**src/rtl/core/lods_pkg.sv**
```systemverilog
// shared types, register indexes and constants for the lidar detour sequencer
`timescale 1ns / 1ps
`default_nettype none

package lods_pkg;

  // configuration register indexes
  localparam logic [2:0] REG_THRESHOLD = 3'd0;
  localparam logic [2:0] REG_SIDE      = 3'd1;
  localparam logic [2:0] REG_ADVANCE   = 3'd2;
  localparam logic [2:0] REG_SPEED     = 3'd3;
  localparam logic [2:0] REG_SCAN_LEN  = 3'd4;

  // register reset values
  localparam logic [15:0] THRESHOLD_RST = 16'd250;
  localparam logic [15:0] SIDE_RST      = 16'd20;
  localparam logic [15:0] ADVANCE_RST   = 16'd20;
  localparam logic [10:0] SPEED_RST     = 11'd300;
  localparam int          ScanLenRst    = 360;

  // speed ceiling in mm/s
  localparam logic [10:0] SPEED_LIMIT = 11'd2000;

  // floor(x / 18) = (x * 7282) >> 17 for x below 8192
  localparam logic [12:0] RECIP_18   = 13'd7282;
  localparam int          RecipShift = 17;

  // mode codes on the result stream
  localparam logic [2:0] CODE_FWD     = 3'd0;
  localparam logic [2:0] CODE_RIGHT   = 3'd1;
  localparam logic [2:0] CODE_ADVANCE = 3'd2;
  localparam logic [2:0] CODE_LEFT    = 3'd3;
  localparam logic [2:0] CODE_RETURN  = 3'd4;

  // detour sequencer states
  typedef enum logic [4:0] {
    MODE_FWD     = 5'b00001,
    MODE_RIGHT   = 5'b00010,
    MODE_ADVANCE = 5'b00100,
    MODE_LEFT    = 5'b01000,
    MODE_RETURN  = 5'b10000
  } mode_t;

  // live configuration with the precomputed front window
  typedef struct packed {
    logic [15:0] threshold_mm;
    logic [15:0] side_ticks;
    logic [15:0] advance_ticks;
    logic [10:0] speed_mm_s;
    logic [12:0] win_lo;
    logic [12:0] win_hi;
  } cfg_t;

  // one velocity command from the sequencer
  typedef struct packed {
    logic signed [11:0] vel_x;
    logic signed [11:0] vel_y;
    logic [2:0]         mode;
  } cmd_t;

  // state to mode code
  function automatic logic [2:0] mode_code(mode_t m);
    logic [2:0] c;
    case (m)
      MODE_FWD:     c = CODE_FWD;
      MODE_RIGHT:   c = CODE_RIGHT;
      MODE_ADVANCE: c = CODE_ADVANCE;
      MODE_LEFT:    c = CODE_LEFT;
      MODE_RETURN:  c = CODE_RETURN;
      default:      c = CODE_FWD;
    endcase
    return c;
  endfunction

endpackage

`default_nettype wire

```
**src/rtl/core/lods_cfg.sv**
```systemverilog
// configuration registers and front window bounds
`timescale 1ns / 1ps
`default_nettype none

module lods_cfg #(
  parameter int MAX_SCAN_POINTS = 4096
) (
  input  wire logic          clk,
  input  wire logic          rst,
  input  wire logic          cfg_wr_en,
  input  wire logic [2:0]    cfg_index,
  input  wire logic [15:0]   cfg_wdata,
  output lods_pkg::cfg_t     cfg
);
  import lods_pkg::*;

  localparam int RstLen = (ScanLenRst > MAX_SCAN_POINTS) ? MAX_SCAN_POINTS : ScanLenRst;
  localparam int RstLo  = RstLen / 2 - RstLen / 18;
  localparam int RstHi  = RstLen / 2 + RstLen / 18;

  logic [12:0] len_raw;
  logic [12:0] len_sat;
  logic [25:0] prod;
  logic [8:0]  half;
  logic [11:0] centre;
  logic [12:0] lo_next;
  logic [12:0] hi_next;
  logic [10:0] spd_raw;
  logic [10:0] spd_next;

  // window bounds from the written scan length
  always_comb begin
    len_raw = cfg_wdata[12:0];
    if (32'(len_raw) > MAX_SCAN_POINTS) begin
      len_sat = 13'(MAX_SCAN_POINTS);
    end else begin
      len_sat = len_raw;
    end
    prod    = len_sat * RECIP_18;
    half    = prod[RecipShift +: 9];
    centre  = len_sat[12:1];
    lo_next = {1'b0, centre} - {4'b0, half};
    hi_next = {1'b0, centre} + {4'b0, half};
  end

  // speed clamp
  always_comb begin
    spd_raw = cfg_wdata[10:0];
    if (spd_raw > SPEED_LIMIT) begin
      spd_next = SPEED_LIMIT;
    end else begin
      spd_next = spd_raw;
    end
  end

  // register file
  always_ff @(posedge clk) begin
    if (rst) begin
      cfg.threshold_mm  <= THRESHOLD_RST;
      cfg.side_ticks    <= SIDE_RST;
      cfg.advance_ticks <= ADVANCE_RST;
      cfg.speed_mm_s    <= SPEED_RST;
      cfg.win_lo        <= 13'(RstLo);
      cfg.win_hi        <= 13'(RstHi);
    end else if (cfg_wr_en) begin
      case (cfg_index)
        REG_THRESHOLD: cfg.threshold_mm  <= cfg_wdata;
        REG_SIDE:      cfg.side_ticks    <= cfg_wdata;
        REG_ADVANCE:   cfg.advance_ticks <= cfg_wdata;
        REG_SPEED:     cfg.speed_mm_s    <= spd_next;
        REG_SCAN_LEN: begin
          cfg.win_lo <= lo_next;
          cfg.win_hi <= hi_next;
        end
        default: ;
      endcase
    end
  end

endmodule

`default_nettype wire

```
**src/rtl/core/lods_win.sv**
```systemverilog
// running minimum over the front window and per-scan commit
`timescale 1ns / 1ps
`default_nettype none

module lods_win #(
  parameter logic [15:0] CLEAR_RANGE_MM = 16'd10000
) (
  input  wire logic         clk,
  input  wire logic         rst,
  input  wire logic         sample_en,
  input  wire logic [15:0]  range_mm,
  input  wire logic         sample_ok,
  input  wire logic [11:0]  sample_index,
  input  wire logic         scan_end,
  input  wire logic [12:0]  win_lo,
  input  wire logic [12:0]  win_hi,
  output logic      [15:0]  nearest_mm
);

  logic [15:0] running_min;
  logic [15:0] running_min_next;
  logic        in_window;

  // candidate minimum including this sample
  always_comb begin
    in_window = ({1'b0, sample_index} >= win_lo) && ({1'b0, sample_index} < win_hi);
    if (sample_ok && in_window && (range_mm < running_min)) begin
      running_min_next = range_mm;
    end else begin
      running_min_next = running_min;
    end
  end

  // update and commit at scan end
  always_ff @(posedge clk) begin
    if (rst) begin
      running_min <= CLEAR_RANGE_MM;
      nearest_mm  <= CLEAR_RANGE_MM;
    end else if (sample_en) begin
      if (scan_end) begin
        nearest_mm  <= running_min_next;
        running_min <= CLEAR_RANGE_MM;
      end else begin
        running_min <= running_min_next;
      end
    end
  end

endmodule

`default_nettype wire

```
**src/rtl/core/lods_seq.sv**
```systemverilog
// five-mode detour sequencer run once per control tick
`timescale 1ns / 1ps
`default_nettype none

module lods_seq (
  input  wire logic           clk,
  input  wire logic           rst,
  input  wire logic           tick_en,
  input  wire lods_pkg::cfg_t cfg,
  input  wire logic [15:0]    nearest_mm,
  output lods_pkg::cmd_t      cmd
);
  import lods_pkg::*;

  mode_t       mode;
  mode_t       mode_next;
  logic [15:0] phase_ticks;
  logic [15:0] phase_ticks_next;
  logic [15:0] phase_inc;
  logic [15:0] limit;
  logic signed [11:0] spd;

  always_comb begin
    spd = signed'({1'b0, cfg.speed_mm_s});
    if (phase_ticks == 16'hFFFF) begin
      phase_inc = phase_ticks;
    end else begin
      phase_inc = phase_ticks + 16'd1;
    end
    if (mode == MODE_ADVANCE) begin
      limit = cfg.advance_ticks;
    end else begin
      limit = cfg.side_ticks;
    end
  end

  // next state and velocity
  always_comb begin
    mode_next        = mode;
    phase_ticks_next = phase_ticks;
    cmd.vel_x        = 12'sd0;
    cmd.vel_y        = 12'sd0;
    case (mode)
      MODE_FWD: begin
        if (nearest_mm < cfg.threshold_mm) begin
          mode_next        = MODE_RIGHT;
          phase_ticks_next = 16'd0;
        end else begin
          cmd.vel_x = spd;
        end
      end
      MODE_RIGHT, MODE_ADVANCE, MODE_LEFT: begin
        if (phase_inc < limit) begin
          phase_ticks_next = phase_inc;
          if (mode == MODE_RIGHT) begin
            cmd.vel_y = spd;
          end else if (mode == MODE_ADVANCE) begin
            cmd.vel_x = spd;
          end else begin
            cmd.vel_y = -spd;
          end
        end else begin
          phase_ticks_next = 16'd0;
          if (mode == MODE_RIGHT) begin
            mode_next = MODE_ADVANCE;
          end else if (mode == MODE_ADVANCE) begin
            mode_next = MODE_LEFT;
          end else begin
            mode_next = MODE_RETURN;
          end
        end
      end
      MODE_RETURN: begin
        cmd.vel_x = spd;
        if (nearest_mm > cfg.threshold_mm) begin
          mode_next = MODE_FWD;
        end
      end
      default: begin
        mode_next        = MODE_FWD;
        phase_ticks_next = 16'd0;
      end
    endcase
    cmd.mode = mode_code(mode_next);
  end

  // state registers
  always_ff @(posedge clk) begin
    if (rst) begin
      mode        <= MODE_FWD;
      phase_ticks <= 16'd0;
    end else if (tick_en) begin
      mode        <= mode_next;
      phase_ticks <= phase_ticks_next;
    end
  end

endmodule

`default_nettype wire

```
**src/rtl/core/lidar_obstacle_detour_sequencer.sv**
```systemverilog
// top level of the lidar front-obstacle detour sequencer
//
// usage:
//   the slave stream carries two kinds of request, chosen by s_axis_tuser:
//   0 is a lidar range sample, 1 is a control tick. s_axis_tlast marks the
//   last sample of a scan and commits the front-window minimum.
//   each tick gives one request on the master stream with the x/y velocity,
//   the mode after the tick and the committed nearest distance; samples give
//   nothing on the master side.
//   an accepted tick is held in the input register and its result is then
//   captured in the result register, which drives the master stream.
//   throughput: one request per cycle, set by the input register feeding
//   the single-pass window and sequencer logic into the result register.
//   when the receiver stalls, the result register holds; one more request
//   waits in the input register, and samples keep flowing past a stalled
//   result since they need no slot on the master side.
//   reset (rst, synchronous) restores register defaults, forward mode and
//   clears both minimum registers to the clear range; no clearing pass.
//   configuration is written through cfg_wr_en/cfg_index/cfg_wdata while idle.
`timescale 1ns / 1ps
`default_nettype none

module lidar_obstacle_detour_sequencer #(
  parameter int          MAX_SCAN_POINTS = 4096,
  parameter logic [15:0] CLEAR_RANGE_MM  = 16'd10000
) (
  input  wire logic        clk,
  input  wire logic        rst,
  // configuration write port
  input  wire logic        cfg_wr_en,
  input  wire logic [2:0]  cfg_index,
  input  wire logic [15:0] cfg_wdata,
  // input stream
  input  wire logic        s_axis_tvalid,
  output logic             s_axis_tready,
  input  wire logic [31:0] s_axis_tdata,  // range_mm[15:0], sample_ok[16], sample_index[28:17]
  input  wire logic        s_axis_tlast,  // scan_end
  input  wire logic        s_axis_tuser,  // command
  // result stream
  output logic             m_axis_tvalid,
  input  wire logic        m_axis_tready,
  output logic [47:0]      m_axis_tdata   // vel_x[11:0], vel_y[23:12], mode[26:24],
                                          // nearest_mm[42:27]
);
  import lods_pkg::*;

  cfg_t        cfg;
  cmd_t        cmd;
  logic [15:0] nearest_mm;

  // input register
  logic        in_valid;
  logic        in_command;
  logic [15:0] in_range;
  logic        in_ok;
  logic [11:0] in_index;
  logic        in_last;
  logic        advance;
  logic        tick_en;
  logic        sample_en;

  // result register
  logic signed [11:0] out_vel_x;
  logic signed [11:0] out_vel_y;
  logic [2:0]         out_mode;
  logic [15:0]        out_nearest;

  // the held request moves on when it is a sample or the result slot frees
  always_comb begin
    advance       = in_valid && (!in_command || !m_axis_tvalid || m_axis_tready);
    tick_en       = advance && in_command;
    sample_en     = advance && !in_command;
    s_axis_tready = !in_valid || advance;
  end

  always_ff @(posedge clk) begin
    if (rst) begin
      in_valid <= 1'b0;
    end else if (s_axis_tready) begin
      in_valid <= s_axis_tvalid;
    end
  end

  always_ff @(posedge clk) begin
    if (s_axis_tready && s_axis_tvalid) begin
      in_command <= s_axis_tuser;
      in_range   <= s_axis_tdata[15:0];
      in_ok      <= s_axis_tdata[16];
      in_index   <= s_axis_tdata[28:17];
      in_last    <= s_axis_tlast;
    end
  end

  lods_cfg #(
    .MAX_SCAN_POINTS (MAX_SCAN_POINTS)
  ) u_cfg (
    .clk       (clk),
    .rst       (rst),
    .cfg_wr_en (cfg_wr_en),
    .cfg_index (cfg_index),
    .cfg_wdata (cfg_wdata),
    .cfg       (cfg)
  );

  lods_win #(
    .CLEAR_RANGE_MM (CLEAR_RANGE_MM)
  ) u_win (
    .clk          (clk),
    .rst          (rst),
    .sample_en    (sample_en),
    .range_mm     (in_range),
    .sample_ok    (in_ok),
    .sample_index (in_index),
    .scan_end     (in_last),
    .win_lo       (cfg.win_lo),
    .win_hi       (cfg.win_hi),
    .nearest_mm   (nearest_mm)
  );

  lods_seq u_seq (
    .clk        (clk),
    .rst        (rst),
    .tick_en    (tick_en),
    .cfg        (cfg),
    .nearest_mm (nearest_mm),
    .cmd        (cmd)
  );

  // result valid
  always_ff @(posedge clk) begin
    if (rst) begin
      m_axis_tvalid <= 1'b0;
    end else if (tick_en) begin
      m_axis_tvalid <= 1'b1;
    end else if (m_axis_tready) begin
      m_axis_tvalid <= 1'b0;
    end
  end

  // result payload
  always_ff @(posedge clk) begin
    if (tick_en) begin
      out_vel_x   <= cmd.vel_x;
      out_vel_y   <= cmd.vel_y;
      out_mode    <= cmd.mode;
      out_nearest <= nearest_mm;
    end
  end

  assign m_axis_tdata = {5'b0, out_nearest, out_mode, out_vel_y, out_vel_x};

endmodule

`default_nettype wire

```
**config.mk**
```make
export PLATFORM = sky130hd
export DESIGN_NAME = lidar_obstacle_detour_sequencer
export DESIGN_NICKNAME = d
export VERILOG_FILES = /design/src/rtl/core/lods_pkg.sv /design/src/rtl/core/lods_cfg.sv /design/src/rtl/core/lods_win.sv /design/src/rtl/core/lods_seq.sv /design/src/rtl/core/lidar_obstacle_detour_sequencer.sv
export SDC_FILE = /design/constraint.sdc
export NUM_CORES = 1
export LEC_CHECK = 0
export BUFFER_PORTS_ARGS = -buffer_cell sky130_fd_sc_hd__buf_2
export CELL_PAD_IN_SITES_DETAIL_PLACEMENT = 1
export CELL_PAD_IN_SITES_GLOBAL_PLACEMENT = 2
export CORE_MARGIN = 5
export CORE_UTILIZATION = 41
export CTS_CLUSTER_DIAMETER = 60
export DETAILED_ROUTE_END_ITERATION = 10
export PLACE_DENSITY_LB_ADDON = 0.15
export SLEW_MARGIN = 20
export SYNTH_ARGS = -nofsm -noshare
export SYNTH_HDL_FRONTEND = slang
export SYNTH_SLANG_ARGS = --single-unit
```
**constraint.sdc**
```tcl
create_clock -name clk -period 23.7 [get_ports clk]
set_clock_uncertainty 0.05 [all_clocks]
set_input_delay 2.37 -clock clk [delete_from_list [all_inputs] [get_ports clk]]
set_output_delay 2.37 -clock clk [all_outputs]
set_load 0.05 [all_outputs]
```
==> impl_metrics.csv, run 1 <==
group,metric,value,unit
sta,setup_viol,0,
worst_setup_path,worst-path-buf-inv,5,
floorplan,die_x,191.5,µm
routing,drtAntennaViolNets,0,
pwr,p_int,786.0,µW
pwr,sequentialPowerShare,33.5,%
finish,final_area,15270,µm²
synthesis,avgSynthCellArea,9.103,µm²
cts,clk_pin_slew,0.06,ns
worst_setup_path,worstSetupPathType,"input pin to flop",
finish,fillers,3786,
finish,mostFrequentLayoutCell,"nand2_1",
synthesis,synth_cells,1483,
sta,finalHoldViolCount,0,
finish,finalNetCount,1802,
routing,first_pass_iters,4,
pwr,clock_power_share,36.1,%
cts,postCtsSetupRepairBufs,0,
sta,worst_pin_slew,0.9693,ns
synthesis,async_reset_ff_share,0,%
cts,clk_latency,0.56,ns
sta,maxSlewHeadroom,35.25,%
pwr,power_switching,393.9,µW
pwr,max-vdd-ir-drop,0.08350,mV
grt,grtUsageTotal,20.31,%
synthesis,synthFlopType,"dfxtp_1",
grt,grt_pass1_wl,60.22,mm
grt,grt_overflow,0,
floorplan,row_count,66,
routing,drt-vias-per-instance,5.398,
placed_design,io_buffers,98,
routing,dr_total_vias,10844,
worst_setup_path,required,24.10,ns
worst_setup_path,worstSetupEndpointType,"flop",
sta,min_period,9.684,ns
pwr,power_frac_comb,30.4,%
outcome,status,"finished, final reports clean",
routing,wl_per_cell,18.65,µm
grt,grt_max_degree,78,
synthesis,synth_seq_area_share,36.85,%
routing,drc,0,
cts,clock_sinks,212,
sta,fin_crit_sh,40.86,%
synthesis,synth_area,13500,µm²
cts,clock-root-buffer,"clkbuf_16",
worst_setup_path,crit_family,"adder cells",
floorplan,coreArea,32540,µm²
pwr,swShare,33.38,%
finish,multi_input_area,7659,µm²
synthesis,yosysTopAreaCell,"dfxtp_1",
synthesis,ys_ff_latch,212,
synthesis,synth-edff-count,73,
routing,drtIter0Drc,382,
routing,drt_wl_total,37.46,mm
worst_hold_path,whs_path_depth,2,
floorplan,num_io_pins,108,
worst_setup_path,cpMaxStageDelayCell,"nor2b_1",
sta,grt_setup_unrepaired,"false",
worst_setup_path,ff2ff_path_depth,13,
sta,fmax,0.1033,GHz
cts,hold_buffers,0,
worst_setup_path,cpPeakStageDelay,0.82,ns
sta,slew_violations,0,
worst_setup_path,path_depth,26,
grt,antenna_found_initial,0,
cts,cts_tree,"done",
floorplan,dieArea,36650,µm²
synthesis,yosys.area.top_type_share,20.61,%
synthesis,synth.distinct_cells,72,
pwr,p_leak,6.432,nW
finish,synthToLayoutAreaGrowth,13.11,%
worst_setup_path,cp_max_fo,24,
cts,htreeDepth,1,
synthesis,yosysWarnings,0,
grt,grt_pass1_vias,11241,
sta,fin_setup_tns,0,ns
flow_run,max_cap_viol_count,0,
worst_setup_path,startpoint_type,"input pin",
placed_design,dp_hpwl,28.23,mm
finish,antennaDiodeCount,0,
placed_design,dpl-instance-area,14320,µm²
finish,drive_gt1_share,11.04,%
placed_design,place.gp.congestion,0.8629,
finish,seqCellArea,4975,µm²
synthesis,synth_area_leaders,"dfxtp_1, edfxtp_1, ha_1",
pwr,powerDensity,77.27,nW/µm²
worst_hold_path,hold_path_class,"flop to flop",
floorplan,die-height,191.5,µm
cts,postCtsResizedCells,0,
cts,clockBufferDepth,3,
floorplan,start_util,41.49,%
worst_setup_path,worstPathArrival,10.08,ns
cts,cts_made_buffers,28,
finish,layout_common_cells,"nand2_1, ha_1, inv_1, dfxtp_1, a21oi_1",
area by class of cell:
cell class              instances  area share, %
clock inverters                21          1.483
multi-input cells            1045          50.16
clock buffers                  31          4.728
inverters                     149          3.663
flip-flops and latches        212          32.58
well taps                     442          3.622
repair buffers                109          3.769
final timing paths:
path,end,slack (ns),startpoint
hold reg to reg,u_cfg.cfg[45],0.40,u_cfg.cfg[45]
setup reg to reg,u_seq.phase_ticks[3],18.76,u_seq.phase_ticks[0]
setup / recovery,u_cfg.cfg[24],14.02,cfg_wdata[12]
hold / removal,u_cfg.cfg[45],0.40,u_cfg.cfg[45]
logic make-up (layout without fill, tap and decap cells):
kind of cell	Yosys count	count (layout)	share of synthesized area [%]
multiplexers	16	16	1.186
flip-flops	212	212	36.85
adder cells (fa/ha/maj)	199	199	20.45
other	1	6	0.02778
AND/OR/NAND/NOR	464	464	16.75
buffers and inverters	231	310	6.655
AO/OA/AOI/OAI	309	309	14.77
XOR/XNOR	51	51	3.309
stage by stage:
step | util (%) | power [mW] | setup WS [ns] | std cells | hold WS, ns
2_1_floorplan | - | 0.6674 | 14.31 | 1488 | 0.3749
3_3_place_gp | 44.00 | 0.7589 | 13.53 | 1957 | 0.3913
3_5_place_dp | 44.00 | 0.7669 | 13.44 | 1957 | 0.3987
4_1_cts | 46.92 | 1.198 | 13.98 | 2009 | 0.4067
5_1_grt | 46.93 | 1.260 | 13.47 | 2009 | 0.4223
6_report | 46.93 | 1.180 | 14.02 | 2009 | 0.4037
tightest hold or removal path: cells and delay by family, from the launching register on:
family           cells  cell delay [ns]
AO/OA/AOI/OAI        1             0.05
flip-flops           1             0.31
AND/OR/NAND/NOR      1             0.05
sequential cells by signal, indices dropped and copies added (netlist names):
register           count
u_cfg.cfg             84
in_range              16
out_nearest           16
u_seq.phase_ticks     16
u_win.nearest_mm      16
u_win.running_min     16
in_index              12
out_vel_y             12
out_vel_x             11
u_seq.mode             5
out_mode               3
in_command             1
in_last                1
in_ok                  1
in_valid               1
m_axis_tvalid          1
synth_stat cells, types with 9 or more instances:
cell      number
ha_1         163
o211ai_1      20
fa_1          36
a21oi_1      109
nand4_1       15
nand3_1       50
nor2b_1       18
nand2_1      174
and2_1        17
a311oi_1      10
dfxtp_1      139
clkbuf_1      65
nor3_1        62
a211oi_1      11
xnor2_1       37
a21o_1        22
inv_1        149
mux2i_1       16
a221o_1       13
xor2_1        14
o21ai_0       55
edfxtp_1      73
a31oi_1       20
nor2_1        59
nand2b_1       9
and3_1         9
power groups by stage:
stage / combinational [mW] / sequential [mW] / clock, mW
floorplan: 0.261 / 0.406 / 0
global placement: 0.356 / 0.403 / 0
detailed placement: 0.364 / 0.403 / 0
CTS: 0.367 / 0.395 / 0.436
global route: 0.410 / 0.396 / 0.454
finish: 0.359 / 0.395 / 0.426
per-layer routing:
| layer | vias up | part of all wire, % | GRT usage [%] |
|---|---|---|---|
| li1 | 5330 | - | - |
| met1 | 5312 | 46 | 27.27 |
| met2 | 161 | 49 | 35.68 |
| met3 | 41 | 3.1 | 2.045 |
| met4 | 0 | 1.9 | 4.171 |
| met5 | - | 0 | 0 |
No activity file was read; power rests on OpenSTA's default activity.
==> run 2, diff against run 1 <==
--- a/config.mk
+++ b/config.mk
@@ -9,7 +9,7 @@
 export CELL_PAD_IN_SITES_DETAIL_PLACEMENT = 1
 export CELL_PAD_IN_SITES_GLOBAL_PLACEMENT = 2
 export CORE_MARGIN = 5
-export CORE_UTILIZATION = 41
+export CORE_UTILIZATION = 38
 export CTS_CLUSTER_DIAMETER = 60
 export DETAILED_ROUTE_END_ITERATION = 10
 export PLACE_DENSITY_LB_ADDON = 0.15
==> constraint.sdc (replaced) <==
create_clock -name clk -period 10.1 [get_ports clk]
set_clock_uncertainty 0.05 [all_clocks]
set_input_delay 1.01 -clock clk [delete_from_list [all_inputs] [get_ports clk]]
set_output_delay 1.01 -clock clk [all_outputs]
set_load 0.05 [all_outputs]
==> impl_metrics.csv, run 2 (synthesis results as in run 1) <==
group,metric,value,unit
worst_setup_path,startpoint_type,"input pin",
grt,grt_max_degree,68,
cts,postCtsResizedCells,0,
grt,grt_pass1_wl,60.92,mm
floorplan,dieArea,39390,µm²
pwr,clock_power_share,37.0,%
pwr,p_leak,6.445,nW
pwr,sequentialPowerShare,33.1,%
placed_design,place.gp.congestion,0.8175,
floorplan,row_count,69,
sta,setup_viol,0,
finish,mostFrequentLayoutCell,"nand2_1",
sta,fin_crit_sh,81.20,%
worst_hold_path,hold_path_class,"flop to flop",
cts,clock_sinks,212,
sta,min_period,8.201,ns
finish,fillers,4090,
pwr,power_switching,919.3,µW
worst_setup_path,required,10.52,ns
cts,hold_buffers,0,
worst_setup_path,worstPathArrival,8.62,ns
floorplan,num_io_pins,108,
routing,drc,0,
placed_design,dp_hpwl,28.79,mm
sta,worst_pin_slew,0.9160,ns
worst_setup_path,worstSetupEndpointType,"flop",
routing,drt_wl_total,38.07,mm
floorplan,coreArea,35310,µm²
routing,dr_total_vias,10864,
flow_run,max_cap_viol_count,0,
worst_setup_path,worstSetupPathType,"input pin to flop",
pwr,power_frac_comb,30.0,%
cts,clockBufferDepth,3,
cts,htreeDepth,1,
sta,grt_setup_unrepaired,"false",
floorplan,start_util,38.23,%
sta,whs,0.4016,ns
floorplan,die_x,198.5,µm
routing,drtIter0Drc,404,
pwr,swShare,32.74,%
grt,antenna_found_initial,0,
pwr,powerDensity,183.2,nW/µm²
sta,finalHoldViolCount,0,
finish,synthToLayoutAreaGrowth,13.53,%
finish,drive_gt1_share,11.10,%
sta,fmax,0.1219,GHz
floorplan,die-height,198.5,µm
worst_setup_path,cp_max_fo,24,
cts,clk_latency,0.55,ns
grt,grt_pass1_vias,11192,
routing,drtAntennaViolNets,0,
cts,postCtsSetupRepairBufs,0,
cts,clk_pin_slew,0.06,ns
routing,wl_per_cell,18.77,µm
sta,fin_setup_tns,0,ns
finish,finalNetCount,1804,
cts,cts_made_buffers,27,
sta,maxSlewHeadroom,38.78,%
finish,regMostFlops,"u_cfg.cfg",
grt,grtUsageTotal,19.17,%
finish,antennaDiodeCount,0,
routing,drt-vias-per-instance,5.357,
finish,layout_common_cells,"nand2_1, ha_1, inv_1, dfxtp_1, a21oi_1",
finish,largest_register_ffs,84,
routing,first_pass_iters,5,
pwr,max-vdd-ir-drop,0.1547,mV
sta,slew_violations,0,
grt,grt_overflow,0,
outcome,status,"finished, final reports clean",
cts,clock-root-buffer,"clkbuf_16",
pwr,p_int,1.889,mW
placed_design,io_buffers,98,
cts,cts_tree,"done",
run 2: cell count changes in the layout (fill, tap and decap cells not counted), sizes merged:
| cell | previous run | this run |
|---|---|---|
| bufinv | 3 | 5 |
| clkinvlp | 0 | 2 |
| buf | 109 | 112 |
| inv | 153 | 152 |
| clkinv | 14 | 6 |
| clkbuf | 31 | 33 |
run 2: cell type report:
cell class	count	area, µm²	share of cell area [%]
multi-input cells	1045	7659	49.97
flip-flops and latches	212	4975	32.46
clock buffers	33	728.2	4.751
repair buffers	112	598.1	3.902
well taps	461	576.8	3.764
inverters	149	559.3	3.649
clock inverters	16	230.2	1.502
run 2: power groups by stage:
stage	sequential (mW)	clock, mW	combinational [mW]
4_1_cts	0.929	1.06	0.866
5_1_grt	0.931	1.10	0.978
2_1_floorplan	0.953	0	0.613
3_5_place_dp	0.948	0	0.859
3_3_place_gp	0.947	0	0.845
6_report	0.928	1.04	0.841
run 2: worst paths after layout:
kind	start	end	slack [ns]	cells after the start
max	cfg_wdata[12]	u_cfg.cfg[24]	1.90	28
min	u_cfg.cfg[15]	u_cfg.cfg[15]	0.40	2
max reg2reg	u_seq.phase_ticks[0]	u_seq.phase_ticks[3]	5.16	13
min reg2reg	u_cfg.cfg[15]	u_cfg.cfg[15]	0.40	2
run 2: metal layers:
metal,vias to the layer above,GRT usage (%),part of all wire [%]
met4,0,3.723,1.8
met1,5323,25.70,45
li1,5336,-,-
met5,-,0,0
met3,40,2.659,4.2
met2,165,33.41,49
run 2: worst max-delay path: stages:
cell and delay (ns):
buf_2 0.27, nor2b_1 0.54, inv_1 0.19, fa_1 0.57
inv_1 0.05, ha_1 0.30, inv_1 0.06, fa_1 0.56
inv_1 0.06, fa_1 0.53, inv_1 0.06, fa_1 0.52
inv_1 0.04, ha_1 0.32, a21oi_1 0.15, o21ai_0 0.09
a32o_1 0.28, a2111o_1 0.46, a31oi_1 0.27, xnor2_1 0.18
ha_1 0.36, or3_1 0.39, o221ai_1 0.25, o41ai_1 0.18
o311ai_0 0.43, xnor2_1 0.18, nor2_1 0.06, a211oi_1 0.21
run 2: stage by stage:
stage	setup slack [ns]	utilization (%)	power [mW]	cell area [µm²]	instances
finish	1.899	43.40	2.808	15330	2028
global route	1.342	43.40	3.011	15330	2028
CTS	1.817	43.39	2.857	15320	2028
detailed placement	1.225	40.68	1.807	14360	1979
global placement	1.350	40.68	1.792	14360	1979
floorplan	2.067	-	1.566	13520	1488
==> run 3, diff against run 2 <==
--- a/config.mk
+++ b/config.mk
@@ -5,11 +5,12 @@
 export SDC_FILE = /design/constraint.sdc
 export NUM_CORES = 1
 export LEC_CHECK = 0
+export ABC_AREA = 1
 export BUFFER_PORTS_ARGS = -buffer_cell sky130_fd_sc_hd__buf_2
 export CELL_PAD_IN_SITES_DETAIL_PLACEMENT = 1
 export CELL_PAD_IN_SITES_GLOBAL_PLACEMENT = 2
 export CORE_MARGIN = 5
-export CORE_UTILIZATION = 38
+export CORE_UTILIZATION = 37
 export CTS_CLUSTER_DIAMETER = 60
 export DETAILED_ROUTE_END_ITERATION = 10
 export PLACE_DENSITY_LB_ADDON = 0.15
==> constraint.sdc (replaced) <==
create_clock -name clk -period 8.5 [get_ports clk]
set_clock_uncertainty 0.05 [all_clocks]
set_input_delay 0.85 -clock clk [delete_from_list [all_inputs] [get_ports clk]]
set_output_delay 0.85 -clock clk [all_outputs]
set_load 0.05 [all_outputs]
==> impl_metrics.csv, run 3 <==
group,metric,value,unit
outcome,status,"finished, final reports clean",
synthesis,ys_top_cells_by_count,"inv_1, nand2_1, ha_1",
grt,grt_overflow,0,
pwr,powerDensity,222.1,nW/µm²
synthesis,synthFlopType,"dfxtp_1",
routing,first_pass_iters,5,
worst_setup_path,cp_max_fo,7,
floorplan,start_util,37.17,%
finish,final_area,15460,µm²
routing,drt_wl_total,37.65,mm
placed_design,dp.cells,2150,
synthesis,async_reset_ff_share,0,%
finish,drive_gt1_share,12.56,%
worst_setup_path,cpMaxStageDelayCell,"fa_1",
placed_design,dpl-instance-area,14590,µm²
finish,largest_register_ffs,84,
sta,min_period,7.529,ns
synthesis,synth_area,13480,µm²
synthesis,post-synth-top-count-cell,"inv_1",
synthesis,synth_xor_area_share,2.665,%
finish,regMostFlops,"u_cfg.cfg",
floorplan,coreArea,36260,µm²
synthesis,synth_area_leaders,"dfxtp_1, edfxtp_1, ha_1",
grt,antenna_found_initial,3,
routing,drt-vias-per-instance,4.993,
synthesis,synth_top_family_by_area,"adder cells",
worst_setup_path,worstSetupPathType,"input pin to flop",
routing,drc,0,
finish,finalNetCount,1966,
sta,fin_crit_sh,88.58,%
synthesis,synth_compound_area_share,14.75,%
pwr,max-vdd-ir-drop,0.1930,mV
synthesis,synth_seq_area_share,36.91,%
floorplan,num_io_pins,108,
synthesis,ys_ff_latch,212,
cts,hold_buffers,0,
finish,mostFrequentLayoutCell,"inv_1",
floorplan,dieArea,40340,µm²
routing,dr_total_vias,10974,
cts,clock-root-buffer,"clkbuf_16",
cts,cts_made_buffers,25,
worst_setup_path,path_common_cell,"inv_1",
finish,fillers,4323,
placed_design,io_buffers,98,
synthesis,synth.distinct_cells,55,
synthesis,yosysWarnings,0,
flow_run,max_cap_viol_count,0,
cts,htreeDepth,1,
synthesis,synthAdderAreaFrac,20.48,%
synthesis,synth-simple-area-share,14.69,%
sta,fin_setup_tns,0,ns
worst_hold_path,hold_path_class,"flop to flop",
pwr,p_leak,7.380,nW
synthesis,yosysTopAreaCell,"dfxtp_1",
finish,layout_common_cells,"inv_1, nand2_1, ha_1, a21oi_1, dfxtp_1",
cts,postCtsResizedCells,0,
placed_design,dp_hpwl,29.97,mm
routing,drtAntennaViolNets,0,
finish,instances_no_fill,2198,
cts,clock_sinks,212,
worst_setup_path,required,8.92,ns
pwr,p_total,3.434,mW
floorplan,die-height,200.9,µm
sta,maxSlewHeadroom,27.30,%
worst_setup_path,startpoint_type,"input pin",
sta,setup_viol,0,
grt,grt_pass1_wl,60.94,mm
worst_setup_path,cpPeakStageDelay,0.55,ns
sta,fmax,0.1328,GHz
synthesis,synth-edff-count,73,
sta,worst_pin_slew,1.087,ns
sta,finalHoldViolCount,0,
synthesis,synthMuxAreaShare,1.198,%
cts,clockBufferDepth,3,
grt,grt_pass1_vias,11616,
cts,clk_latency,0.53,ns
synthesis,yosys.area.top_type_share,20.65,%
worst_setup_path,worstPathArrival,7.94,ns
placed_design,place.gp.congestion,0.8279,
cts,clk_pin_slew,0.06,ns
synthesis,synth_cells,1599,
routing,drtIter0Drc,390,
routing,wl_per_cell,17.13,µm
sta,grt_setup_unrepaired,"false",
grt,grtUsageTotal,18.44,%
sta,slew_violations,0,
cts,postCtsSetupRepairBufs,0,
grt,grt_max_degree,99,
floorplan,die_x,200.9,µm
worst_setup_path,worstSetupEndpointType,"flop",
finish,synthToLayoutAreaGrowth,14.74,%
cts,cts_tree,"done",
synthesis,avgSynthCellArea,8.428,µm²
floorplan,row_count,70,
## run 3: changes by cell type after synthesis, moves of 33 or more
| cell | before | now |
|---|---|---|
| a21oi_1 | 109 | 150 |
| nor2_1 | 59 | 124 |
| inv_1 | 149 | 261 |
| nand2_1 | 174 | 209 |
| xnor2_1 | 37 | 4 |
| nor3_1 | 62 | 15 |
| o21ai_0 | 55 | 134 |
## run 3: area by class of cell
cell class              count  area, µm²  share of cell area [%]
multi-input cells        1073       7286                   47.12
flip-flops and latches    212       4975                   32.17
inverters                 265      997.2                   6.449
repair buffers            132      745.7                   4.822
clock buffers              30      654.4                   4.232
well taps                 468      585.6                   3.787
clock inverters            16      215.2                   1.392
diodes                      2      5.005                 0.03237
## run 3: final timing paths
kind                             start             end  slack (ns)  depth (start not counted)
setup / recovery          cfg_wdata[5]   u_cfg.cfg[10]        0.97                         46
hold reg to reg    u_win.nearest_mm[0]  out_nearest[0]        0.39                          0
hold / removal     u_win.nearest_mm[0]  out_nearest[0]        0.39                          0
setup reg to reg  u_seq.phase_ticks[0]    out_vel_y[6]        4.37                         23
## run 3: metal layers
| metal | wire, µm | vias up | share of wire [%] | global-route usage (%) |
|---|---|---|---|---|
| met5 | 7 | - | 0.019 | 0 |
| met3 | 1193 | 35 | 3.2 | 2.439 |
| met2 | 18510 | 123 | 49 | 32.75 |
| met1 | 17280 | 5289 | 46 | 24.10 |
| li1 | - | 5525 | - | - |
| met4 | 657 | 2 | 1.7 | 3.933 |
## run 3: logic make-up (layout without fill, tap and decap cells)
family          count (synthesis)  count (layout)
xor+xnor                       41              41
mux                            16              16
buf+inv                       319             443
compound gates                353             353
flops                         212             212
simple gates                  458             458
fa+ha+maj                     199             199
other cells                     1               8
## run 3: critical path, delay by kind of cell
family | cells | cell delay [ns]
simple gates | 20 | 1.82
fa+ha+maj | 7 | 3.17
compound gates | 5 | 0.87
buf+inv | 14 | 1.19
## run 3: power by group
group          switching, mW  total [mW]  internal (mW)
clock                  0.431        1.13          0.702
combinational          0.757        1.19          0.434
sequential            0.0214        1.11           1.09
## run 3: metrics by stage
stage | worst slack, ns | hold WS [ns] | utilization (%)
2_1_floorplan | 1.208 | 0.3582 | -
3_3_place_gp | 0.4455 | 0.3635 | 40.23
3_5_place_dp | 0.3573 | 0.3678 | 40.23
4_1_cts | 0.8970 | 0.3962 | 42.63
5_1_grt | 0.2616 | 0.4034 | 42.65
6_report | 0.9709 | 0.3919 | 42.65
